--- src/rtl/ffha_ram.sv ---
// ----------------------------------------------------------------------------
// ffha_ram
// Generic simple dual-port RAM: one write port, one registered read port.
// ----------------------------------------------------------------------------
module ffha_ram #(
    parameter int WIDTH = 8,
    parameter int DEPTH = 16
) (
    input  logic                     i_clk,
    input  logic                     i_wr_en,
    input  logic [$clog2(DEPTH)-1:0] i_wr_addr,
    input  logic [WIDTH-1:0]         i_wr_data,
    input  logic                     i_rd_en,
    input  logic [$clog2(DEPTH)-1:0] i_rd_addr,
    output logic [WIDTH-1:0]         o_rd_data
);

    logic [WIDTH-1:0] r_mem [DEPTH];
    logic [WIDTH-1:0] r_rd_data;

    always_ff @(posedge i_clk) begin
        if (i_wr_en) begin
            r_mem[i_wr_addr] <= i_wr_data;
        end
        if (i_rd_en) begin
            r_rd_data <= r_mem[i_rd_addr];
        end
    end

    assign o_rd_data = r_rd_data;

endmodule

--- config.mk ---
export PLATFORM = sky130hd
export DESIGN_NAME = ffha_ram
export DESIGN_NICKNAME = d
export VERILOG_FILES = /design/src/rtl/ffha_ram.sv
export SDC_FILE = /design/constraint.sdc
export NUM_CORES = 1
export LEC_CHECK = 0
export ABC_CLOCK_PERIOD_IN_PS = 2360
export BUFFER_PORTS_ARGS = -buffer_cell sky130_fd_sc_hd__buf_2
export CAP_MARGIN = 20
export CORE_MARGIN = 4
export CORE_UTILIZATION = 29
export CTS_BUF_LIST = sky130_fd_sc_hd__clkbuf_8
export CTS_CLUSTER_SIZE = 24
export DETAILED_ROUTE_END_ITERATION = 10
export SYNTH_ARGS = -nofsm -noshare
export SYNTH_HDL_FRONTEND = slang
export SYNTH_SLANG_ARGS = --single-unit
--- constraint.sdc ---
create_clock -name i_clk -period 2.36 [get_ports i_clk]
set_input_delay 0.472 -clock i_clk [delete_from_list [all_inputs] [get_ports i_clk]]
set_output_delay 0.472 -clock i_clk [all_outputs]
set_load 0.05 [all_outputs]
== Word level (Yosys, flattened, before mapping) ==
Memory sizes are Yosys's and may differ from the RTL's. A register that Yosys moved wholly into a read port is not among the register bits.
Cells that the tools add are included.

* Add/sub/neg operators: 0
* Multiply operators: 0
* Div/mod/pow operators: 0
* Order comparisons: 0
* Equal/unequal tests: 0
* Shifts and indexed selects: 0
* Muxes and demuxes: 2
* Bitwise gates (word level): 0
* Reduce and logical (&&, ||, !) cells: 0

{| class="wikitable"
|+ Operators with widths
! operator !! count
|-
| two-way mux 1 bit || 2
|}

* Register bits: 0
* Bits in latches: 0
* Bits in writable memories: 128
* Bits in read-only memories: 0
* Input port bits: 19
* Output and inout port bits: 8
* Memories: 1

{| class="wikitable"
|+ Memories
! memory !! depth !! bits a word !! read ports !! clocked after memory_dff !! wr ports !! RTL line !! source
|-
| r_mem || 16 || 8 || 1 || 1 || 1 || 18 || <nowiki>logic [WIDTH-1:0] r_mem [DEPTH];</nowiki>
|}

== Logic depth before layout (Yosys ltp) ==
* Depth after elaboration: 2
* Depth in mapped cells: 5

== Worst setup path before layout ==
No wires, ideal clock.

* Path type: in2reg
* Start: in i_wr_addr[2]
* End: mem r_mem[0][0] (enable)
* Arrival time: 1.582 ns
* Path slack: 0.395 ns
* Stages on the path: 2
* Buffers on the path: 0
* Cell sequence: or3b_2 nor3_1

{| class="wikitable"
|+ RTL lines
! item !! RTL line !! source
|-
| start, declared || 11 || <nowiki>input logic [$clog2(DEPTH)-1:0] i_wr_addr,</nowiki>
|-
| end, declared || 18 ||
|}

Straight into the memory's write port.

==> tab_implementation.tex <==
\begin{tabular}{lr}
\hline
Metric & Value \\
\hline
\multicolumn{2}{l}{\textbf{Outcome}} \\
Run status & finished, final reports clean \\
\multicolumn{2}{l}{\textbf{Clock tree}} \\
Maximum number of buffers from clock root to sink & 2 \\
CTS root buf & clkbuf\_8 \\
Resize count post-CTS & 0 \\
Post-CTS repair timing setup buffer count & 0 \\
Source-to-sink clock delay at the later pin of the worst-skew pair & 420 ps \\
Clock tree from TritonCTS & yes \\
Number of CTS-inserted buffers & 17 \\
Number of clock sinks seen by CTS & between 100 and 150 \\
Number of hold buffers added after cts & 0 \\
Clock transition at the registers of the reported paths & around 70 ps \\
H-tree levels & 4 \\
\multicolumn{2}{l}{\textbf{Power}} \\
Switching share of total power & 0.210 \\
Combinational cell fraction of total power & 0.065 \\
Power share of the sequential group & 0.599 \\
Internal & approximately 0.0036 W \\
Total power & $\sim$0.0046 W \\
LEAKAGE & 2.03 nW \\
Pwr/cell area & 751 nW/um\^{}2 \\
Clock power frac & 0.336 \\
Highest ir drop seen on vdd & $\sim$0.34 mV \\
Reported net switching power & between 0.0009 and 0.001 W \\
\multicolumn{2}{l}{\textbf{Critical path}} \\
Kind of capture point of the worst setup path & flop \\
Data arrival at the endpoint of the critical path & 1790 ps \\
CP max FO & 16 \\
Worst path required time & around 2500 ps \\
Critical path startpoint category & primary input \\
Setup CP Type & primary input to flop \\
\multicolumn{2}{l}{\textbf{Synth}} \\
Post-synth design cell area & 5230 um\^{}2 \\
Syn Nets & around 250 \\
Synth warnings & 0 \\
Number of register bits inferred by synthesis & $\sim$140 \\
Post-synthesis average cell area & 22.8 um\^{}2 \\
Sequential share of the synthesized area & 0.781 \\
Post-synthesis cell count & around 230 \\
Area share of the leading cell type in the synthesized netlist & 0.781 \\
Cell taking the most area after synthesis & edfxtp\_1 \\
Top cells by area in the synthesized netlist & edfxtp\_1 (78\%), mux4\_2 (7.8\%), mux4\_1 (7.0\%), a22oi\_1 (2.3\%), nor2\_1 (0.93\%) \\
Number of distinct library cells after synthesis & 18 \\
\multicolumn{2}{l}{\textbf{Place}} \\
Global placer's final weighted congestion & 0.748 \\
HPWL Detailed & about 7.1 mm \\
Buffers added on ports & 26 \\
Placed Cells incl. Taps & about 500 \\
Pre-CTS WS & around 260 ps \\
\multicolumn{2}{l}{\textbf{Floorplan}} \\
Core Region & about 17,000 um\^{}2 \\
\# rows & 48 \\
Initial standard-cell utilization of the core & 0.299 \\
Count of boundary I/O pins & 27 \\
Full die area & 20,200 um\^{}2 \\
Die X & approximately 140 um \\
Vertical die dimension & roughly 140 um \\
\multicolumn{2}{l}{\textbf{Timing}} \\
Worst setup slack after layout & 736 ps \\
Final setup violation count & 0 \\
Total negative slack for setup checks & 0 ps \\
Number of hold violations in the final report & 0 \\
Actual slew at the worst max-slew pin & between 400 and 500 ps \\
Min Tclk post-route & $\sim$1600 ps \\
Max-slew violation count & 0 \\
Share of the cycle needed by the critical path after routing & 0.688 \\
Setup repair after global routing missed its margin & no \\
Highest attainable clock frequency & 0.616 GHz \\
Headroom to the max-slew limit & 0.708 \\
Skew final & 6.23 ps \\
\multicolumn{2}{l}{\textbf{GRT}} \\
Global-route wire length before repair & $\sim$16 mm \\
Pin count of the biggest net entering global routing & 17 \\
Via count of the first global-routing pass & approximately 2.6k \\
Gr usage total & 0.111 \\
Initial antenna violation count & 0 \\
Global route total overflow & 0 \\
\multicolumn{2}{l}{\textbf{Layout}} \\
Commonest non-fill, non-tap cell in the layout & edfxtp\_1 \\
Commonest cells after routing, fill and taps aside & edfxtp\_1 (136), buf\_2 (26), buf\_4 (24), mux4\_2 (18), clkbuf\_8 (17) \\
Fin nets & between 300 and 400 \\
Area of the multi-input gates & 1060 um\^{}2 \\
Fraction of layout instances using a drive strength above 1 & 0.303 \\
Diodes inserted & 0 \\
Area added between synthesis and finish & 16.3\% \\
Non-filler instance count after layout & 525 \\
Sequential cell area & 4080 um\^{}2 \\
Fill cell instance count of the final layout & approximately 1.6k \\
Core occupancy in the finished layout & 0.348 \\
\multicolumn{2}{l}{\textbf{Route}} \\
DRC Markers & 0 \\
Vias per std cell & 4.72 \\
Remaining antenna violation count after routing & 0 \\
1st-iter DRT viols & between 200 and 250 \\
Via count & between 2k and 2.5k \\
Post-Route WL & around 10 mm \\
Routed wirelength normalized by instance count & around 20 um \\
First-pass DRT Iterations & 4 \\
\multicolumn{2}{l}{\textbf{Run}} \\
Maximum Capacitance Violations & 0 \\
\multicolumn{2}{l}{\textbf{Min path}} \\
Path class of the lowest-slack min-delay path & primary input to flop \\
\hline
\end{tabular}
## cell families after synthesis
family,Yosys count,share of synthesized area
compound gates,16,0.0230
simple gates,35,0.0314
buf+inv,10,0.0165
flops,136,0.781
mux,32,0.148
## critical path, stage by stage
cell	delay, ps
buf_2	150
buf_12	190
mux4_1	590
a22oi_1	310
nand2_1	80
## power by group through the flow
stage                     combinational [W]  sequential, W  clock [W]
after global placement             0.000293        0.00279          0
after floorplan                    0.000137        0.00282          0
final                              0.000297        0.00273    0.00153
after CTS                          0.000303        0.00274    0.00157
after detailed placement           0.000302        0.00279          0
after global routing               0.000322        0.00274    0.00170
## final cells by class
cell class                 count  area share
sequential                   136       0.672
multi-input combinational     83       0.174
timing repair buffer          52      0.0576
tap                          225      0.0463
clock buffer                  17      0.0385
clock inverter                12      0.0121
## flip-flops by register name (all words and copies together), names as in the netlist
name / count
r_mem: 128
o_rd_data: 8
## layer usage
layer,track usage,vias up,share of wire
li1,-,1102,-
met1,0.155,1278,0.43
met2,0.166,87,0.47
met3,0.0393,13,0.085
met4,0.0318,0,0.010
met5,0,-,0
## synthesized netlist by cell type
| master | instances |
|---|---|
| edfxtp_1 | 136 |
| mux4_2 | 18 |
| a22oi_1 | 16 |
| mux4_1 | 14 |
| nor2_1 | 13 |
| nand2_1 | 9 |
| nor3_1 | 4 |
| buf_2 | 3 |
| buf_6 | 3 |
| clkdlybuf4s25_2 | 3 |
| nand2b_1 | 2 |
| nand3b_1 | 2 |
| and2_1 | 1 |
| and2b_1 | 1 |
| buf_4 | 1 |
| nand3_1 | 1 |
| nor2b_1 | 1 |
| or3b_2 | 1 |
## per-stage QoR
stage	hold slack, ps	instance area [um^2]
global placement	731	5770
floorplan	571	5230
global route	417	6080
CTS	417	6080
detailed placement	740	5770
finish	440	6080
## final timing paths
check | slack, ps | depth (start not counted) | end | startpoint
worst min register to register | 760 | 3 | o_rd_data[1]$_DFFE_PP_ | r_mem[11][1]$_DFFE_PP_
worst min-delay path | 440 | 1 | r_mem[12][0]$_DFFE_PP_ | i_wr_data[0]
worst max-delay path | 740 | 5 | o_rd_data[3]$_DFFE_PP_ | i_rd_addr[0]
worst max register to register | 810 | 3 | o_rd_data[3]$_DFFE_PP_ | r_mem[1][3]$_DFFE_PP_
No activity file was read; power rests on OpenSTA's default activity.
